==> config.mk <==
export PLATFORM = sky130hd
export DESIGN_NAME = mps_mult
export DESIGN_NICKNAME = d
export VERILOG_FILES = /design/src/mps_mult.sv
export SDC_FILE = /design/constraint.sdc
export NUM_CORES = 2
export LEC_CHECK = 0
export BUFFER_PORTS_ARGS = -buffer_cell sky130_fd_sc_hd__buf_2
export CAP_MARGIN = 20
export CORE_MARGIN = 2
export CORE_UTILIZATION = 65
export DETAILED_ROUTE_END_ITERATION = 6
export MAX_ROUTING_LAYER = met4
export PLACE_DENSITY = 0.81
export SLEW_MARGIN = 10
export SYNTH_ARGS = -nofsm -noshare
export SYNTH_HDL_FRONTEND = slang
export SYNTH_SLANG_ARGS = --single-unit
==> constraint.sdc <==
create_clock -name clk -period 15.4 [get_ports clk]
set_clock_uncertainty 0.1 [all_clocks]
set_input_delay 2.31 -clock clk [delete_from_list [all_inputs] [get_ports clk]]
set_output_delay 2.31 -clock clk [all_outputs]
set_load 0.03 [all_outputs]
==> src/mps_mult.sv <==
// shared signed multiplier with registered product
module mps_mult (
  input  logic               clk,
  input  logic signed [33:0] a,
  input  logic signed [33:0] b,
  output logic signed [67:0] p
);

  logic signed [67:0] p_r;

  // one product per cycle, registered
  always_ff @(posedge clk) begin
    p_r <= a * b;
  end

  assign p = p_r;

endmodule

# After elaboration in Yosys (flattened, before gate mapping)

Index checks and enable logic that the tools add are counted.

Input bits: 69
Output and inout bits: 68
Register bits after elaboration: 68

Multipliers: 1

Operators with widths:

| cell                         | number |
|---|---|
| multiplier 34 x 34 -> 68 bit | 1 |

# Depth between registers and ports, before layout

Word-level depth: 1
Depth in mapped cells: 31
Mapped depth without buffers: 29

# Worst setup path before layout

Ideal clock, no wire load.

Path kind: input port to flip-flop
From: input port a[33]
To: register p_r[65] (netlist: p[65])
Stages on the path: 24
Buffers on the path: 2
Required time: 15.228 ns
Library setup time: 0.072 ns
Data arrival time: 9.728 ns
Setup slack: 5.500 ns
Cell sequence: clkbuf_1 > nand2_1 > inv_1 > fa_1 > fa_1 > fa_1 > fa_1 > inv_1 > fa_1 > fa_1 > fa_1 > fa_1 > inv_1 > ha_1 > clkdlybuf4s50_2 > nand3_1 > or2_2 > nor2_1 > a221oi_1 > o21ai_0 > a31oi_2 > nor2_2 > o41ai_2 > xnor2_1

Word-level cells in the longest chain between the ends: 1

Ends and longest elaborated chain:

| item                         | RTL line | source |
|---|---|---|
| start, declared              | 4        | `input logic signed [33:0] a,` |
| multiplier 34 x 34 -> 68 bit | 13       | `p_r <= a * b;` |
| end signal, assigned         | 13       |  |
| end, declared                | 9        | `logic signed [67:0] p_r;` |

Every way passes these cells.

# Worst setup path after layout

From: input port a[33]
To: register p_r[66] (netlist: p[66])

Same word-level chain as after synthesis.

==> qor_table.md <==
| Parameter | Reported | Unit |
|:---|:---|:---|
| Result of the run | finished with violations | - |
| Violations in the final reports | design-rule violations | - |
| Final min period | 10590 | ps |
| First-pass iteration count of the detailed router | 7 | - |
| Die Y | 261 | µm |
| CTS H-Tree Depth | 3 | - |
| Syn Std Cell Area | 0.0430 | mm² |
| Number of endpoints failing setup at the final stage | 0 | - |
| Category of cells accounting for the largest share of critical-path delay | adder cells | - |
| Share of the clock period used by the worst path | 68.8 | % |
| Fraction of final layout cells sized beyond drive strength 1 | 4.75 | % |
| Highest clock rate | 0.0944 | GHz |
| Top cell type's share of synthesized area | 57.7 | % |
| CP Cell Sequence | buf_2 > nand2_1 > inv_1 > fa_1 > fa_1 > fa_1 > fa_1 > fa_1 > fa_1 > fa_1 > inv_1 > fa_1 > inv_1 > ha_1 > and2_1 > nand2_1 > o41ai_1 > a31oi_4 > o31ai_4 > a221oi_2 > xnor2_1 | - |
| Nets | 6017 | - |
| Max FFs per register | 68 | - |
| Routed wire length | 113 | mm |
| CTS sink cnt | 68 | - |
| Slew margin rel. | 28.3 | % |
| Number of primary I/O pins | 137 | - |
| Net Count, Synth | 6068 | - |
| Cell repeated most along the worst path | fa_1 | - |
| Number of distinct library cells after synthesis | 69 | - |
| Max Slew Vio Count | 0 | - |
| MaxCap Viol Count | 0 | - |
| Mean post-synth cell area | 9.45 | µm² |
| Setup repair bufs after CTS | 0 | - |
| CP peak stage delay | 1340 | ps |
| Clock transition at the registers of the reported paths | 70 | ps |
| Total count of hold-check failures in the final report | 0 | - |
| Classification of the worst setup path | input pin to register | - |
| Initial detailed-routing violation count | 2551 | - |
| Cell type with the largest total area after synthesis | fa_1 | - |
| Worst path required time | 15580 | ps |
| First-pass GRT wire length | 185 | mm |
| Setup repair after global routing missed its margin | no | - |
| CTS tree | yes | - |
| Dominant register cell in the synthesized netlist | dfxtp_1 | - |
| Average wire length per cell after detail routing | 21.0 | µm |
| Die Footprint | 0.0683 | mm² |
| Die X | 261 | µm |
| Overall Global Routing Usage | 36.9 | % |
| Antenna violations before repair | 2 | - |
| Area growth syn-to-layout | 3.32 | % |
| Final ANT Viol Nets | 0 | - |
| Register area share after synthesis | 3.16 | % |
| Critical path peak fanout | 34 | - |
| Avg Vias per Cell | 5.69 | - |
| Kind of start point of the critical path | input pin | - |
| Arrival time at the worst endpoint | 10780 | ps |
| Port buffer count | 136 | - |
| Floorplan row count | 94 | - |
| Synth area leaders | fa_1, inv_1, and2_1 | - |
| Overflow left after global routing | 0 | - |
| Worst Path Buf+Inv | 4 | - |
| Post-synth EDFFs | 0 | - |
| Buffer depth of the longest clock path | 2 | - |
| Register bit total from synthesis | 68 | - |
| Async set or reset register ratio after synthesis | 0 | % |
| Actual slew at the worst max-slew pin | 1070 | ps |
| Post-cts gate resize count | 0 | - |
| Maximum number of pins on one net before global-route repair | 35 | - |
| Via count of the routed design | 30.6k | - |
| Kind of end point of the critical path | register | - |
| Post-CTS Hold Buffers | 0 | - |
| Post-DP HPWL | 86.7 | mm |
| Synthesis Warnings | 0 | - |
| Placer Congestion | 1.01 | - |
| Floorplan core area | 0.0656 | mm² |
| Hold Crit Class | input pin to register | - |
| Slowest stage cell, crit path | fa_1 | - |
| Post-detailed-route DRC marker count | 6 | - |
| Number of clock buffers inserted by TritonCTS | 9 | - |
| Setup TNS | 0 | ps |
| Effective utilization at floorplan | 65.6 | % |
| Via count of the first global-routing pass | 34.2k | - |
| Number of standard cells after synthesis | 4554 | - |
| Library cell used as clock root buffer | clkbuf_16 | - |
==> logic make-up (layout without fill, tap and decap cells) <==
logic type	after synthesis	in the layout	synth area share [%]
compound gates	206	206	3.35
fa+ha+maj	1445	1445	63.7
buf+inv	1460	1414	12.8
simple gates	1296	1296	15.4
xor+xnor	79	79	1.61
other cells	0	5	0
flops	68	68	3.16
==> worst paths after layout <==
check,cells past startpoint,end,slack [ps],from
setup / recovery,21,p[66]$_DFF_P_,4810,a[33]
hold / removal,2,p[0]$_DFF_P_,2450,b[0]
==> layout by cell type (no fill, tap or decap), drive strengths merged, types with 12 or more instances in the layout <==
| master | instances |
|---|---|
| o21ai | 41 |
| a21o | 37 |
| xor2 | 23 |
| inv | 1235 |
| nand2b | 20 |
| and2 | 623 |
| xnor2 | 56 |
| o21bai | 12 |
| buf | 166 |
| nand2 | 542 |
| dfxtp | 68 |
| a21oi | 63 |
| ha | 204 |
| fa | 1241 |
| nor2 | 56 |
==> Yosys cell counts (all sizes together), types with 3 or more instances <==
master	number
a211oi	7
a221oi	4
xor2	23
inv	1231
buf	9
nor2b	9
nor3	5
and3	8
o21a	4
nand3	11
a21oi	63
fa	1241
nand4	11
o211ai	3
a31oi	10
a211o	3
and2	623
a21o	37
nor2	56
o21ai	41
or2	4
nand2b	20
nand2	542
xnor2	56
o21bai	12
dfxtp	68
ha	204
clkbuf	217
o41ai	6
==> per-stage QoR <==
| stage | utilization [%] | instance area [µm²] | hold WS, ps | cells | setup WS, ps |
|---|---|---|---|---|---|
| 3_5_place_dp | 67.2 | 44100 | 2640 | 5355 | 4520 |
| 3_3_place_gp | 67.2 | 44100 | 2640 | 5355 | 4700 |
| 5_1_grt | 67.7 | 44400 | 2450 | 5374 | 4420 |
| 6_report | 67.7 | 44500 | 2450 | 5377 | 4810 |
| 2_1_floorplan | - | 43000 | 2340 | 4554 | 5500 |
| 4_1_cts | 67.7 | 44400 | 2400 | 5371 | 4860 |
==> routing by layer <==
metal	part of all wire (%)	vias up	global-route usage [%]
li1	-	12684	-
met5	0	-	-
met4	4.8	0	15.8
met2	49	1647	58.0
met3	10	393	7.54
met1	37	15861	47.0
==> cell type report <==
| cell class | count | area, µm² |
|---|---|---|
| Inverter | 1232 | 4620 |
| Clock inverter | 7 | 82.6 |
| Tap cell | 864 | 1080 |
| Antenna cell | 5 | 12.5 |
| Clock buffer | 9 | 225 |
| Fill cell | 4949 | 21200 |
| Multi-Input combinational cell | 3026 | 36100 |
| Timing Repair Buffer | 166 | 926 |
| Sequential cell | 68 | 1360 |
Power is not shown: default switching activity piles up to over one toggle a cycle in this logic, so the estimate is an artifact.
