File: config.mk
export PLATFORM = sky130hd
export DESIGN_NAME = mps_divider
export DESIGN_NICKNAME = d
export VERILOG_FILES = /design/src/mps_pkg.sv /design/src/mps_divider.sv
export SDC_FILE = /design/constraint.sdc
export NUM_CORES = 1
export LEC_CHECK = 0
export ABC_AREA = 0
export BUFFER_PORTS_ARGS = -buffer_cell sky130_fd_sc_hd__buf_2
export CORE_ASPECT_RATIO = 0.5
export CORE_MARGIN = 3
export CORE_UTILIZATION = 35
export DETAILED_ROUTE_END_ITERATION = 10
export PLACE_DENSITY = 0.57
export SLEW_MARGIN = 20
export SYNTH_ARGS = -nofsm -noshare
export SYNTH_HDL_FRONTEND = slang
export SYNTH_SLANG_ARGS = --single-unit
export TNS_END_PERCENT = 1
File: constraint.sdc
create_clock -name clk -period 3.4 [get_ports clk]
set_input_delay 0.34 -clock clk [delete_from_list [all_inputs] [get_ports clk]]
set_output_delay 0.34 -clock clk [all_outputs]
set_load 0.005 [all_outputs]
File: src/mps_pkg.sv
// shared types, constants and helper functions for the motion path sampler
package mps_pkg;

  // configuration register indexes
  localparam logic [2:0] CFG_HORIZON   = 3'd0;
  localparam logic [2:0] CFG_STEP      = 3'd1;
  localparam logic [2:0] CFG_SIGMA0    = 3'd2;
  localparam logic [2:0] CFG_START_ACC = 3'd3;
  localparam logic [2:0] CFG_SPEED_RT  = 3'd4;

  // configuration reset values
  localparam logic [23:0] HORIZON_RST   = 24'd327680;
  localparam logic [23:0] STEP_RST      = 24'd32768;
  localparam logic [30:0] SIGMA0_RST    = 31'd32768;
  localparam logic [30:0] START_ACC_RST = 31'd65536;
  localparam logic [30:0] SPEED_RT_RST  = 31'd32768;

  // divider widths
  localparam int DIV_W = 25;
  localparam int DVS_W = 24;

  // heading limits and pre-rotation angle (pi in Q.24)
  localparam logic signed [31:0] HEAD_MAX = 32'sd205887;
  localparam logic signed [31:0] PI_Q24   = 32'sd52707179;

  // top level sequencer states
  typedef enum logic [2:0] {
    ST_IDLE, ST_CNT, ST_HDIV, ST_SQ, ST_VEC, ST_PT, ST_OUT
  } state_t;

  // vector unit states
  typedef enum logic [1:0] {
    VS_IDLE, VS_ROOT, VS_ANGLE, VS_DONE
  } vec_state_t;

  // divider status
  typedef struct packed {
    logic             done;
    logic [DIV_W-1:0] quot;
    logic [DVS_W-1:0] rem;
  } div_rsp_t;

  // vector unit status
  typedef struct packed {
    logic               done;
    logic [30:0]        speed;
    logic signed [18:0] heading;
  } vec_rsp_t;

  // arctangent table in Q.24
  function automatic logic [23:0] atan_q24(input logic [4:0] idx);
    logic [23:0] v;
    case (idx)
      5'd0:  v = 24'd13176795;
      5'd1:  v = 24'd7778716;
      5'd2:  v = 24'd4110060;
      5'd3:  v = 24'd2086331;
      5'd4:  v = 24'd1047214;
      5'd5:  v = 24'd524117;
      5'd6:  v = 24'd262123;
      5'd7:  v = 24'd131069;
      5'd8:  v = 24'd65536;
      5'd9:  v = 24'd32768;
      5'd10: v = 24'd16384;
      5'd11: v = 24'd8192;
      5'd12: v = 24'd4096;
      5'd13: v = 24'd2048;
      5'd14: v = 24'd1024;
      5'd15: v = 24'd512;
      5'd16: v = 24'd256;
      5'd17: v = 24'd128;
      5'd18: v = 24'd64;
      5'd19: v = 24'd32;
      5'd20: v = 24'd16;
      5'd21: v = 24'd8;
      5'd22: v = 24'd4;
      5'd23: v = 24'd2;
      default: v = 24'd0;
    endcase
    return v;
  endfunction

  // saturate to signed 32 bits
  function automatic logic signed [31:0] sat32(input logic signed [47:0] v);
    logic signed [31:0] r;
    if (v > 48'sd2147483647) begin
      r = 32'sh7FFFFFFF;
    end else if (v < -48'sd2147483648) begin
      r = 32'sh80000000;
    end else begin
      r = v[31:0];
    end
    return r;
  endfunction

  // saturate a non-negative value to 31 bits
  function automatic logic [30:0] satu31(input logic [47:0] v);
    logic [30:0] r;
    if (v > 48'h7FFFFFFF) begin
      r = 31'h7FFFFFFF;
    end else begin
      r = v[30:0];
    end
    return r;
  endfunction

endpackage

File: src/mps_divider.sv
// radix-2 restoring divider, one quotient bit per cycle
module mps_divider (
  input  logic                      clk,
  input  logic                      rst_n,
  input  logic                      start,
  input  logic [mps_pkg::DIV_W-1:0] dividend,
  input  logic [mps_pkg::DVS_W-1:0] divisor,
  output mps_pkg::div_rsp_t         rsp
);

  logic                      busy_r;
  logic                      done_r;
  logic [4:0]                cnt_r;
  logic [mps_pkg::DVS_W:0]   rem_r;
  logic [mps_pkg::DIV_W-1:0] quo_r;
  logic [mps_pkg::DVS_W-1:0] dvs_r;
  logic [mps_pkg::DVS_W:0]   shifted;
  logic [mps_pkg::DVS_W:0]   diff;
  logic                      fits;

  // partial remainder trial
  assign shifted = {rem_r[mps_pkg::DVS_W-1:0], quo_r[mps_pkg::DIV_W-1]};
  assign diff    = shifted - {1'b0, dvs_r};
  assign fits    = shifted >= {1'b0, dvs_r};

  // control
  always_ff @(posedge clk) begin
    if (!rst_n) begin
      busy_r <= 1'b0;
      done_r <= 1'b0;
      cnt_r  <= '0;
    end else begin
      done_r <= 1'b0;
      if (start) begin
        busy_r <= 1'b1;
        cnt_r  <= '0;
      end else if (busy_r) begin
        cnt_r <= cnt_r + 5'd1;
        if (cnt_r == 5'(mps_pkg::DIV_W - 1)) begin
          busy_r <= 1'b0;
          done_r <= 1'b1;
        end
      end
    end
  end

  // datapath
  always_ff @(posedge clk) begin
    if (start) begin
      rem_r <= '0;
      quo_r <= dividend;
      dvs_r <= divisor;
    end else if (busy_r) begin
      rem_r <= fits ? diff : shifted;
      quo_r <= {quo_r[mps_pkg::DIV_W-2:0], fits};
    end
  end

  assign rsp = {done_r, quo_r, rem_r[mps_pkg::DVS_W-1:0]};

endmodule

* Word level (Yosys, flattened, before mapping)
Cells that the tools add are included.
** Word-level totals
- Register bits :: 80
- Bits in latches :: 0
- RAM bits :: 0
- ROM bits :: 0
- Output and inout bits :: 50
- Word-level logic and storage cells :: 22
- Memories kept :: 0
** Operators by class
- Add/sub/neg operators :: 2
- Multiply operators :: 0
- Div/mod/pow operators :: 0
- Order comparisons :: 1
- Eq/ne operators :: 1
- Shifts and indexed selects :: 0
- Multiplexer cells :: 7
- Bitwise gates (word level) :: 2
- Reductions and logical operators :: 3
** Operators by type and width (number)
- $mux W25 :: 2
- $ge A25 B24 Y1 :: 1
- $mux W24 :: 1
- $sub A24 B24 Y24 :: 1
- $add A5 B1 Y5 const B :: 1
- $eq A5 B5 Y1 const B :: 1
- $mux W1 :: 4
- $reduce_or A3 Y1 :: 1
- $not A1 Y1 :: 2
- $reduce_bool A2 Y1 :: 1
- $reduce_or A2 Y1 :: 1

* Logic depth before layout (Yosys ltp)
- Word-level depth :: 4
- Gate-level depth with buffers :: 13

* Worst setup path after synthesis
Ideal clock, no wire load.
- Path kind :: reg-to-reg
- Start point :: register rem_r[5] (netlist bit)
- End point :: register rem_r[11] (netlist bit)
- Setup time :: 0.133 ns
- Data arrival time :: 2.580 ns
- Data required time :: 3.267 ns
- Path slack :: 0.687 ns
- Stages on the path, launching flop included :: 12
- Cells stage by stage :: dfxtp_1 > ha_1 > buf_2 > a2111o_1 > o21ai_2 > o21a_1 > a21oi_2 > o41ai_4 > buf_4 > a21oi_1 > a221oi_1 > nor3_1
** Between the ends
- Cells in the longest elaborated chain, start to end :: 2
** RTL lines
- start, declared :: line mps_divider.sv:14 : logic [mps_pkg::DVS_W:0] rem_r;
- start signal, assigned :: line mps_divider.sv:54 : rem_r <= fits ? diff : shifted;
- $sub A24 B24 Y24 / $ge A25 B24 Y1 (equally long branches) :: line mps_divider.sv:23, mps_divider.sv:24
- $mux W24 * :: line mps_divider.sv:54
Every way passes the cells marked *; elsewhere a longest branch is shown, timed or not.
A chain may end at the register's enable or synchronous reset.

* Final worst setup path
- Start point :: register dvs_r[1] (netlist bit)
- End point :: register rem_r[22] (netlist bit)
** Between the ends
- Cells in the longest elaborated chain, start to end :: 2
** RTL lines
- start, declared :: line mps_divider.sv:16 : logic [mps_pkg::DVS_W-1:0] dvs_r;
- start signal, assigned :: line mps_divider.sv:52 : dvs_r <= divisor;
- $sub A24 B24 Y24 / $ge A25 B24 Y1 (equally long branches) :: line mps_divider.sv:23, mps_divider.sv:24
- $mux W24 * :: line mps_divider.sv:54
Marks and branches as above.

==> flow_metrics.tcl <==
set metrics [dict create \
    critical_path.slowest_cell "edfxtp_1" \
    path_delay_family "compound AO/OA/AOI/OAI gates" \
    synth-seq-area-share 0.467 \
    hold_buffers 0 \
    core_um2 12200 \
    synth.avg_cell_area_um2 10.3 \
    crit_chain "inv_1, ha_1, nor2b_1, o31a_1, o21ai_2, o21a_1, a21oi_2, o41ai_4, buf_12, mux2_1, mux2i_1, nor3_1" \
    gp_congestion 0.774 \
    clockBufferDepth 2 \
    initial_utilization 0.368 \
    finalPower_mw 2.71 \
    clock-sinks 80 \
    synth-edff-count 49 \
    yosysUniqueCellTypes 52 \
    fin_nets 610 \
    hold_path.class "input pin to flop" \
    worst_slew_pin_slew_ns 0.603 \
    reg2reg_depth 12 \
    n_antenna_cell 0 \
    grt_antenna_before_repair 1 \
    grt_overflow 0 \
    track_usage 0.143 \
    grt_pass1_vias 3355 \
    postRouteAntennaNets 0 \
    post_cts_buffers 0 \
    fill_cells 1165 \
    max-slew-margin-rel 0.598 \
    pre_cts_ws_ns 0.412 \
    multi_input_area_um2 2160 \
    end_kind "flop" \
    die_w_um 166 \
    dp_hpwl_um 7300 \
    worst-path-max-fanout 31 \
    hold_depth 1 \
    start_kind "flop" \
    syn-num-nets 513 \
    cts_tree "done" \
    drt_pass1_iterations 4 \
    post-route-drc-count 0 \
    rsz0062_at_grt "no" \
    via_count 3442 \
    setup_viol 0 \
    grt_pass1_wl_um 16700 \
    io-pin-count 102 \
    leakage_nw 2.37 \
    fin_ws_ns 0.395 \
    arrival_ns 3.20 \
    timing.fmax_mhz 333 \
    status "completed" \
    viasPerCell 4.91 \
    async_reset_ff_frac 0 \
    cts_resized 0 \
    yosysWarnings 0 \
    cp.required_ns 3.59 \
    wire_per_inst_um 14.4 \
    slowest_delay_ns 0.42 \
    final-seq-area_um2 2090 \
    die_height_um 86.0 \
    max-vdd-ir-drop_mv 0.279 \
    htreeDepth 3 \
    routed_wl_um 10100 \
    finalCriticalPeriod_ns 3.01 \
    synth-seq-cells 80 \
    synth_flop_cell "edfxtp_1" \
    hold_viol_final 0 \
    syn_inst 434 \
    area_growth_pct 21.9 \
    drive_gt1_frac 0.289 \
    placed_area_um2 5160 \
    clk_latency_ns 0.33 \
    setup_tns_ns 0 \
    maxCapViolCount 0 \
    fp-row-count 28 \
    finalCritPeriodShare 0.884 \
    grt_max_degree 44 \
    die_area_um2 14300 \
    stdcell_area_um2 5460 \
    io_buffers 101 \
    crit_buf_inv 2 \
    clock_skew_ns 0.0101 \
    drtIter0Drc 187 \
    cts_buffers 9 \
    p_per_area_nw_per_um2 496 \
    crit_cells 12 \
    slew_viol_final 0 \
    synth_area_um2 4480 \
    critical_path_class "flop to flop" \
    path_clk_slew_ns 0.06 \
    cts-root-buf "clkbuf_16" \
]
area by class of cell:
class / count / share of cell area
Timing Repair Buffer: 105 / 0.103
Tap cell: 165 / 0.0378
Clock inverter: 7 / 0.0140
Sequential cell: 80 / 0.383
Multi-Input combinational cell: 300 / 0.396
Inverter: 35 / 0.0241
Clock buffer: 9 / 0.0413
flip-flops by register name, summed over array words and instances (netlist names):
signal and count:
busy_r 1, done_r 1, quo_r 25, dvs_r 24, rem_r 24, cnt_r 5
logic make-up (layout without fill, tap and decap cells):
family / Yosys count / after routing / synth area share
compound gates: 116 / 116 / 0.178
simple gates: 102 / 102 / 0.103
flops: 80 / 80 / 0.467
buf+inv: 54 / 156 / 0.0497
mux: 38 / 38 / 0.0922
fa+ha+maj: 27 / 27 / 0.0771
xor+xnor: 17 / 17 / 0.0332
per-layer routing:
metal	part of all wire	wire [um]	up-vias	track usage
li1	-	-	1786	-
met1	0.51	5210	1574	0.195
met2	0.41	4170	76	0.220
met3	0.067	680	4	0.0534
met4	0.0044	45	2	0.0302
met5	0.00079	8	-	0
Yosys cell counts (2+ instances only):
master	number	area [um^2]
o2111ai_1	2	17.5
o21bai_1	2	15.0
a21oi_1	37	185
nand4_1	5	31.3
ha_1	26	325
buf_2	4	20.0
clkbuf_1	10	37.5
o21ai_0	18	90.1
o211ai_1	3	22.5
a21o_1	5	37.5
edfxtp_1	49	1470
nand2b_1	4	25.0
or2_2	2	12.5
nand2_1	19	71.3
mux2i_1	12	120
mux2_2	25	282
inv_1	35	131
o31a_1	3	26.3
a2111o_1	2	22.5
nor2_1	46	173
xnor2_1	10	87.6
nor3_1	12	60.1
buf_4	2	15.0
buf_1	2	7.51
nor2b_1	6	37.5
a41oi_1	2	17.5
a211o_1	2	17.5
a211oi_1	20	150
o21a_1	6	45.0
o41ai_1	2	17.5
dfxtp_1	31	621
nand3_1	4	20.0
xor2_1	7	61.3
per-stage QoR:
stage	hold WS, ns	util	cells
6_report	0.185	0.449	701
5_1_grt	0.166	0.449	701
3_3_place_gp	0.502	0.424	685
2_1_floorplan	0.439	-	434
3_5_place_dp	0.504	0.424	685
4_1_cts	0.169	0.449	701
placed cells by master, fill, tap and decap left out, drive strengths merged, types with 10 or more instances in the layout:
master | netlist | routed
xnor2 | 10 | 10
nand2 | 19 | 19
nor3 | 12 | 12
a21oi | 38 | 38
inv | 35 | 38
mux2 | 26 | 26
mux2i | 12 | 12
edfxtp | 49 | 49
dfxtp | 31 | 31
ha | 26 | 26
o21ai | 19 | 19
a211oi | 21 | 21
buf | 9 | 105
nor2 | 46 | 46
path summary, 6_finish.rpt:
check	start	to	slack, ns
worst max-delay path	dvs_r[1]	rem_r[22]	0.39
worst max register to register	dvs_r[1]	rem_r[22]	0.39
worst min-delay path	divisor[15]	dvs_r[15]	0.19
worst min register to register	rem_r[2]	rem_r[3]	0.51
power by group:
part / switching (mW) / internal, mW
sequential: 0.0481 / 1.12
combinational: 0.304 / 0.255
clock: 0.407 / 0.576
total: 0.759 / 1.95
(Power assumes the default switching activity.)
