`config.mk`:
```
export PLATFORM = sky130hd
export DESIGN_NAME = mps_vector
export DESIGN_NICKNAME = d
export VERILOG_FILES = /design/src/mps_pkg.sv /design/src/mps_vector.sv
export SDC_FILE = /design/constraint.sdc
export NUM_CORES = 2
export LEC_CHECK = 0
export BUFFER_PORTS_ARGS = -buffer_cell sky130_fd_sc_hd__buf_2
export CAP_MARGIN = 20
export CORE_ASPECT_RATIO = 0.8
export CORE_MARGIN = 8
export CORE_UTILIZATION = 26
export CTS_CLUSTER_DIAMETER = 60
export CTS_CLUSTER_SIZE = 20
export DETAILED_ROUTE_END_ITERATION = 16
export GPL_TIMING_DRIVEN = 0
export SYNTH_ARGS = -nofsm -noshare
export SYNTH_HDL_FRONTEND = slang
export SYNTH_SLANG_ARGS = --single-unit
```
`constraint.sdc`:
```
create_clock -name clk -period 22.1 [get_ports clk]
set_clock_uncertainty 0.15 [all_clocks]
set_input_delay 3.315 -clock clk [delete_from_list [all_inputs] [get_ports clk]]
set_output_delay 3.315 -clock clk [all_outputs]
set_load 0.05 [all_outputs]
```
`src/mps_pkg.sv`:
```
// shared types, constants and helper functions for the motion path sampler
package mps_pkg;

  // configuration register indexes
  localparam logic [2:0] CFG_HORIZON   = 3'd0;
  localparam logic [2:0] CFG_STEP      = 3'd1;
  localparam logic [2:0] CFG_SIGMA0    = 3'd2;
  localparam logic [2:0] CFG_START_ACC = 3'd3;
  localparam logic [2:0] CFG_SPEED_RT  = 3'd4;

  // configuration reset values
  localparam logic [23:0] HORIZON_RST   = 24'd327680;
  localparam logic [23:0] STEP_RST      = 24'd32768;
  localparam logic [30:0] SIGMA0_RST    = 31'd32768;
  localparam logic [30:0] START_ACC_RST = 31'd65536;
  localparam logic [30:0] SPEED_RT_RST  = 31'd32768;

  // divider widths
  localparam int DIV_W = 25;
  localparam int DVS_W = 24;

  // heading limits and pre-rotation angle (pi in Q.24)
  localparam logic signed [31:0] HEAD_MAX = 32'sd205887;
  localparam logic signed [31:0] PI_Q24   = 32'sd52707179;

  // top level sequencer states
  typedef enum logic [2:0] {
    ST_IDLE, ST_CNT, ST_HDIV, ST_SQ, ST_VEC, ST_PT, ST_OUT
  } state_t;

  // vector unit states
  typedef enum logic [1:0] {
    VS_IDLE, VS_ROOT, VS_ANGLE, VS_DONE
  } vec_state_t;

  // divider status
  typedef struct packed {
    logic             done;
    logic [DIV_W-1:0] quot;
    logic [DVS_W-1:0] rem;
  } div_rsp_t;

  // vector unit status
  typedef struct packed {
    logic               done;
    logic [30:0]        speed;
    logic signed [18:0] heading;
  } vec_rsp_t;

  // arctangent table in Q.24
  function automatic logic [23:0] atan_q24(input logic [4:0] idx);
    logic [23:0] v;
    case (idx)
      5'd0:  v = 24'd13176795;
      5'd1:  v = 24'd7778716;
      5'd2:  v = 24'd4110060;
      5'd3:  v = 24'd2086331;
      5'd4:  v = 24'd1047214;
      5'd5:  v = 24'd524117;
      5'd6:  v = 24'd262123;
      5'd7:  v = 24'd131069;
      5'd8:  v = 24'd65536;
      5'd9:  v = 24'd32768;
      5'd10: v = 24'd16384;
      5'd11: v = 24'd8192;
      5'd12: v = 24'd4096;
      5'd13: v = 24'd2048;
      5'd14: v = 24'd1024;
      5'd15: v = 24'd512;
      5'd16: v = 24'd256;
      5'd17: v = 24'd128;
      5'd18: v = 24'd64;
      5'd19: v = 24'd32;
      5'd20: v = 24'd16;
      5'd21: v = 24'd8;
      5'd22: v = 24'd4;
      5'd23: v = 24'd2;
      default: v = 24'd0;
    endcase
    return v;
  endfunction

  // saturate to signed 32 bits
  function automatic logic signed [31:0] sat32(input logic signed [47:0] v);
    logic signed [31:0] r;
    if (v > 48'sd2147483647) begin
      r = 32'sh7FFFFFFF;
    end else if (v < -48'sd2147483648) begin
      r = 32'sh80000000;
    end else begin
      r = v[31:0];
    end
    return r;
  endfunction

  // saturate a non-negative value to 31 bits
  function automatic logic [30:0] satu31(input logic [47:0] v);
    logic [30:0] r;
    if (v > 48'h7FFFFFFF) begin
      r = 31'h7FFFFFFF;
    end else begin
      r = v[30:0];
    end
    return r;
  endfunction

endpackage

```
`src/mps_vector.sv`:
```
// velocity norm by bit-serial square root, then heading by iterative cordic
module mps_vector (
  input  logic               clk,
  input  logic               rst_n,
  input  logic               start,
  input  logic [63:0]        sum_sq,
  input  logic signed [31:0] vx,
  input  logic signed [31:0] vy,
  output mps_pkg::vec_rsp_t  rsp
);

  mps_pkg::vec_state_t state_r;
  mps_pkg::vec_state_t state_nxt;
  logic [4:0]          iter_r;
  logic [63:0]         rem_r;
  logic [63:0]         root_r;
  logic [63:0]         bit_r;
  logic signed [63:0]  x_r;
  logic signed [63:0]  y_r;
  logic signed [31:0]  z_r;
  logic [63:0]         trial;
  logic signed [63:0]  xs;
  logic signed [63:0]  ys;
  logic signed [63:0]  vx_sc;
  logic signed [63:0]  vy_sc;
  logic signed [31:0]  ang;
  logic signed [31:0]  z_rnd;
  logic                done_c;
  logic signed [18:0]  hd_c;
  logic [30:0]         spd_c;

  // next state
  always_comb begin
    state_nxt = state_r;
    case (state_r)
      mps_pkg::VS_IDLE:  if (start) state_nxt = mps_pkg::VS_ROOT;
      mps_pkg::VS_ROOT:  if (iter_r == 5'd31) state_nxt = mps_pkg::VS_ANGLE;
      mps_pkg::VS_ANGLE: if (iter_r == 5'd23) state_nxt = mps_pkg::VS_DONE;
      mps_pkg::VS_DONE:  state_nxt = mps_pkg::VS_IDLE;
      default:           state_nxt = mps_pkg::VS_IDLE;
    endcase
  end

  // outputs
  always_comb begin
    done_c = 1'b0;
    case (state_r)
      mps_pkg::VS_DONE: done_c = 1'b1;
      default:          done_c = 1'b0;
    endcase
  end

  // state and step counter
  always_ff @(posedge clk) begin
    if (!rst_n) begin
      state_r <= mps_pkg::VS_IDLE;
      iter_r  <= '0;
    end else begin
      state_r <= state_nxt;
      iter_r  <= (state_nxt != state_r) ? 5'd0 : iter_r + 5'd1;
    end
  end

  // shared terms
  assign trial = root_r + bit_r;
  assign xs    = x_r >>> iter_r;
  assign ys    = y_r >>> iter_r;
  assign vx_sc = {{3{vx[31]}}, vx, 29'b0};
  assign vy_sc = {{3{vy[31]}}, vy, 29'b0};
  assign ang   = $signed({8'b0, mps_pkg::atan_q24(iter_r)});

  // root and cordic datapath
  always_ff @(posedge clk) begin
    if (state_r == mps_pkg::VS_IDLE && start) begin
      rem_r  <= sum_sq;
      root_r <= '0;
      bit_r  <= 64'h4000000000000000;
      if (vx < 0) begin
        x_r <= -vx_sc;
        y_r <= -vy_sc;
        z_r <= (vy >= 0) ? mps_pkg::PI_Q24 : -mps_pkg::PI_Q24;
      end else begin
        x_r <= vx_sc;
        y_r <= vy_sc;
        z_r <= '0;
      end
    end else if (state_r == mps_pkg::VS_ROOT) begin
      if (rem_r >= trial) begin
        rem_r  <= rem_r - trial;
        root_r <= (root_r >> 1) + bit_r;
      end else begin
        root_r <= root_r >> 1;
      end
      bit_r <= bit_r >> 2;
    end else if (state_r == mps_pkg::VS_ANGLE) begin
      if (y_r > 0) begin
        x_r <= x_r + ys;
        y_r <= y_r - xs;
        z_r <= z_r + ang;
      end else begin
        x_r <= x_r - ys;
        y_r <= y_r + xs;
        z_r <= z_r - ang;
      end
    end
  end

  // round the angle to Q3.16 and clamp
  assign z_rnd = (z_r + 32'sd128) >>> 8;
  always_comb begin
    if (z_rnd > mps_pkg::HEAD_MAX) begin
      hd_c = mps_pkg::HEAD_MAX[18:0];
    end else if (z_rnd < -mps_pkg::HEAD_MAX) begin
      hd_c = 19'(-mps_pkg::HEAD_MAX);
    end else begin
      hd_c = z_rnd[18:0];
    end
  end

  assign spd_c = (root_r > 64'h7FFFFFFF) ? 31'h7FFFFFFF : root_r[30:0];
  assign rsp   = {done_c, spd_c, hd_c};

endmodule

```
* After elaboration in Yosys (flattened, before gate mapping)
Memories as Yosys holds them, arrays and structs flattened. A register that Yosys moved wholly into a read port is not among the register bits.
Index checks and enable logic that the tools add are counted.
** Word-level totals
- Register bits :: 327
- ROM bits :: 768
- Bits of input ports :: 131
- Output and inout bits :: 51
- Logic and storage cells :: 76
- Memories :: 1
** Cells by class
- Add/subtract/negate cells :: 13
- $lt $le $gt $ge :: 7
- Equality and inequality tests :: 7
- Shift operators :: 2
- Multiplexer cells :: 29
- Bitwise gates (word level) :: 1
- Reductions and logical operators :: 8
** Memory list
- (name not given) :: words 32, width 24, rd ports 1, clocked after Yosys merged registers in 1, write ports 0, RTL line mps_pkg.sv:53 : case (idx)
** Operators with widths (number)
- 64-bit 2-to-1 mux :: 14
- 32-bit 2-to-1 mux :: 6
- 64-bit subtractor :: 3
- 64-bit adder :: 2
- 61-bit negation with 64-bit output :: 2
- 64-bit by 5-bit >>> shifter with 64-bit output :: 2
- 63-bit by 63-bit adder with 64-bit output :: 1
- 64-bit by 63-bit adder with 64-bit output :: 1
- 64-bit greater-or-equal comparator :: 1
- 64-bit by 1-bit > comparator with 1-bit output, second input constant :: 1
- 64-bit by 31-bit > comparator with 1-bit output, second input constant :: 1
- 19-bit 2-to-1 mux :: 2
- 32-bit by 25-bit adder with 32-bit output :: 1
- 32-bit by 9-bit adder with 32-bit output, second input constant :: 1
- 32-bit by 1-bit greater-or-equal comparator with 1-bit output, second input constant :: 1
- 32-bit by 1-bit less-than comparator with 1-bit output, second input constant :: 1
- 32-bit by 25-bit subtractor with 32-bit output :: 1
- 31-bit 2-to-1 mux :: 1
- 24-bit by 19-bit > comparator with 1-bit output, second input constant :: 1
- 24-bit by 19-bit less-than comparator with 1-bit output, second input constant :: 1
- 5-bit == test, second input constant :: 2
- 2-bit one-hot mux with 4 select lines :: 1
- 2-bit 2-to-1 mux :: 3
- 2-bit nonzero test :: 3
- other kinds (12) :: 14

* Depth between registers and ports, before layout
- Depth in word-level cells :: 6
- Depth in mapped cells :: 34
- Gate-level depth less buffers :: 26

* Least setup slack after synthesis
No wires, ideal clock.
- Kind :: input port to flip-flop
- From :: in start
- To :: reg x_r[0] (enable)
- Setup time :: 684 ps
- Data arrival time :: 10028 ps
- Required time :: 21266 ps
- Path slack :: 11238 ps
- Cell stages on the path :: 2
- Buffers on the path :: 0
- Cells stage by stage :: nor2_1 -> nor2_1
** On the way
- Word-level cells in the longest chain between the ends :: 3
- Elaborated cells on any way between the ends :: 4
- Classes of those cells :: eq/ne (1); reduce/logical (3)
** RTL lines
- start: declaration :: RTL line mps_vector.sv:5 : input logic start,
- 1-bit logical AND * :: RTL line mps_vector.sv:74 : if (state_r == mps_pkg::VS_IDLE && start) begin
- 2-bit != test (no line) / 2-bit nonzero test (equally long branches)
- 2-bit AND reduction (no line) *
- end signal: assignment :: RTL line mps_vector.sv:79 : x_r <= -vx_sc;
- end signal: assignment :: RTL line mps_vector.sv:83 : x_r <= vx_sc;
- end signal: assignment :: RTL line mps_vector.sv:97 : x_r <= x_r + ys;
- end: declaration :: RTL line mps_vector.sv:18 : logic signed [63:0] x_r;
Mark *: on every way between the ends. The rest lies on a longest branch, timed or not.
A chain may end at the register's enable or synchronous reset.

* Worst setup path after layout
- From :: reg iter_r[4]
- To :: reg x_r[62] (data pin)
** On the way
- Word-level cells in the longest chain between the ends :: 6
- Elaborated cells on any way between the ends :: 7
- Classes of those cells :: add/sub (2); shift (1); mux (4)
** RTL lines
- start: declaration :: RTL line mps_vector.sv:14 : logic [4:0] iter_r;
- start signal: assignment :: RTL line mps_vector.sv:60 : iter_r <= (state_nxt != state_r) ? 5'd0 : iter_r + 5'd1;
- 64-bit by 5-bit >>> shifter with 64-bit output * :: RTL line mps_vector.sv:67 : assign ys = y_r >>> iter_r;
- 64-bit subtractor / 64-bit adder (equally long branches) :: RTL line mps_vector.sv:101, mps_vector.sv:97
- 64-bit 2-to-1 mux * :: RTL line mps_vector.sv:96 : if (y_r > 0) begin
- 64-bit 2-to-1 mux * :: RTL line mps_vector.sv:95 : end else if (state_r == mps_pkg::VS_ANGLE) begin
- 64-bit 2-to-1 mux * :: RTL line mps_vector.sv:87 : end else if (state_r == mps_pkg::VS_ROOT) begin
- 64-bit 2-to-1 mux * :: RTL line mps_vector.sv:74
- end signal: assignment :: RTL line mps_vector.sv:79
- end signal: assignment :: RTL line mps_vector.sv:97
- end signal: assignment :: RTL line mps_vector.sv:101 : x_r <= x_r - ys;
Mark *: on every way between the ends. The rest lies on a longest branch, timed or not. The select of a mux whose other input is x is not followed.

==> impl_metrics.csv <==
group,metric,value,unit
critical_path,r2r_start,"iter_r[4]",
finish,final_nets,6117,
synthesis,synth_edf_count,224,
placement,globalplace.congestion,1.05,
clock_network,cts_buffers,52,
detailed_routing,wl,236000,um
synthesis,synthCells,5406,
grt,antenna_found_initial,49,
sta,fin_crit_sh,59.6,%
floorplan,core_area,172000,um2
detailed_routing,wl_met1,106000,um
detailed_routing,detail_route.vias_per_cell,5.94,
floorplan,std_cell_rows,136,
clock_network,numClockSinks,351,
sta,rsz0062_at_grt,"no",
detailed_routing,vias,47600,
status,status,"finished clean",
worst_hold_path,hold_class,"reg2reg",
critical_path,slowest_delay,940,ps
sta,hold_viol,0,
sta,setup_violations,0,
sta,slew_headroom,8.23,%
critical_path,critPathMostFrequentCell,"buf_2",
synthesis,synth.area.top_cells,"edfxtp_1, mux4_2, ha_1, xnor2_1, a21oi_1",
grt,grt_max_degree,62,
worst_hold_path,holdPathStages,2,
synthesis,synth-seq-cells,351,
clock_network,cts_setup_buffers,0,
synthesis,synthTopCellsByCount,"nand2_1, a21oi_1, nor2_1",
grt,grt_pass1_wl,331000,um
critical_path,path_class,"reg2reg",
critical_path,cp_data_arrival_time,13440,ps
clock_network,post_cts_resized,0,
synthesis,synthFlopType,"edfxtp_1",
clock_network,clk_pin_slew_worst_paths,80,ps
clock_network,cts_tree,"yes",
clock_network,htreeDepth,2,
detailed_routing,routedWlPerCell,29.4,um
synthesis,synth_area_per_cell,8.29,um2
sta,final.setup.tns,0,ps
synthesis,netlist-cell-type-count,102,
sta,finalMaxSlewViolations,0,
synthesis,yosysWarnings,0,
finish,synthToLayoutAreaGrowth,14.1,%
detailed_routing,wl_met3,28000,um
detailed_routing,wl_met2,91600,um
clock_network,ctsHoldBuffers,0,
critical_path,reg2reg_to,"x_r[62]",
placement,dp_hpwl,189000,um
critical_path,critPathMaxFanout,10,
clock_network,cts_root_buf,"clkbuf_16",
flow_run,cap_viol_max_count,0,
critical_path,reg2reg_slack,8930,ps
finish,drive_above_1_share,13.0,%
floorplan,die-height,387,um
synthesis,synth_async_sr_flop_share,0,%
detailed_routing,top_layer_used,"met5",
detailed_routing,drtIter0Drc,6115,
finish,fin_util,29.8,%
synthesis,yosysMostFrequentCell,"nand2_1",
sta,worst_pin_slew,1360,ps
detailed_routing,detail_route.first_pass.iterations,6,
floorplan,dieArea,186000,um2
critical_path,cp.required,22370,ps
synthesis,synth_nets,5845,
synthesis,synth_top_cell_area_share,15.0,%
clock_network,clk_latency,760,ps
clock_network,clockBufferDepth,3,
critical_path,worst_setup_path_end_kind,"flip-flop",
critical_path,crit_path_start_kind,"flip-flop",
critical_path,r2r.worst_path.cells,32,
sta,period_minus_slack,13170,ps
placement,portBuffers,180,
worst_hold_path,hold_end,"bit_r[60]",
grt,grt_overflow_total,0,
worst_hold_path,hold_start,"bit_r[62]",
critical_path,cpMaxStageDelayCell,"clkbuf_1",
sta,fmax,75.9,MHz
floorplan,die_x,480,um
grt,grt_pass1_vias,44200,
synthesis,synth_area,44800,um2
synthesis,synth_top_area_cell,"edfxtp_1",
grt,track_usage,24.0,%
detailed_routing,drc,0,
floorplan,start_util,26.1,%
synthesis,synth-seq-area-share,20.7,%
floorplan,ios,182,
detailed_routing,ant_nets,0,
## kinds of logic (layout without fill, tap and decap cells)
| group | count (synthesis) | after routing | share of synthesized area (%) |
|---|---|---|---|
| other | 0 | 23 | 0 |
| AND/OR/NAND/NOR | 1697 | 1697 | 17.9 |
| AO/OA/AOI/OAI | 1705 | 1705 | 23.7 |
| adder cells (fa/ha/maj) | 308 | 308 | 8.66 |
| flip-flops | 351 | 351 | 20.7 |
| XOR/XNOR | 521 | 521 | 10.2 |
| multiplexers | 399 | 399 | 14.7 |
| buffers and inverters | 425 | 740 | 4.12 |
## placed cells by master, fill, tap and decap left out, drive strengths merged, types with 89 or more instances in the layout
master / n
o21ai: 441
nand2: 543
xnor2: 294
mux2i: 125
dfxtp: 127
nor2: 486
inv: 131
ha: 304
clkbuf: 259
mux4: 201
a21o: 139
a21oi: 514
edfxtp: 224
nor3: 97
a31oi: 89
nand3: 97
buf: 321
xor2: 227
## worst max-delay path by stage
stage | start | endpoint | cells after the start
floorplan | start | x_r[0] | 2
global placement | start | x_r[23] | 3
detailed placement | iter_r[4] | x_r[62] | 32
CTS | iter_r[4] | x_r[62] | 32
global route | iter_r[4] | x_r[62] | 32
finish | iter_r[4] | x_r[62] | 32
## final cells by class
cell class / instances / area [um2]
clock buffers: 54 / 1330
inverters: 117 / 439
flip-flops and latches: 351 / 9270
plain buffers: 308 / 1410
fillers: 18400 / 120000
repair buffers: 218 / 1490
multi-input cells: 4630 / 33700
clock inverters: 43 / 562
well taps: 2277 / 2850
diodes: 23 / 57.6
## through the flow
stage	hold slack, ps	instances	setup slack (ps)	area, um2
floorplan	306	5406	11240	44800
finish	257	8021	8930	51200
global placement	339	7863	6520	48600
detailed placement	331	7894	9620	49100
CTS	243	7991	9570	51000
global route	291	8010	8800	51100
## metal layers
layer  GRT usage (%)  up-vias
met1            34.3    23300
met3            8.39      488
met4            8.34       14
li1                -    21000
met2            32.9     2822
met5            1.08        -
## worst max-delay path, delay by kind of cell (launching register included)
family	cells	cell delay, ps
XOR/XNOR	2	590
AO/OA/AOI/OAI	8	2970
flip-flops	1	770
adder cells (fa/ha/maj)	2	530
AND/OR/NAND/NOR	9	1620
buffers and inverters	11	6190
## registers in the layout, summed over array words and instances (netlist names)
name,cells
rem_r,64
root_r,64
x_r,64
y_r,64
bit_r,32
z_r,32
ang,24
iter_r,5
state_r,2
Power is not shown: default switching activity piles up to over one toggle a cycle in this logic, so the estimate is an artifact.
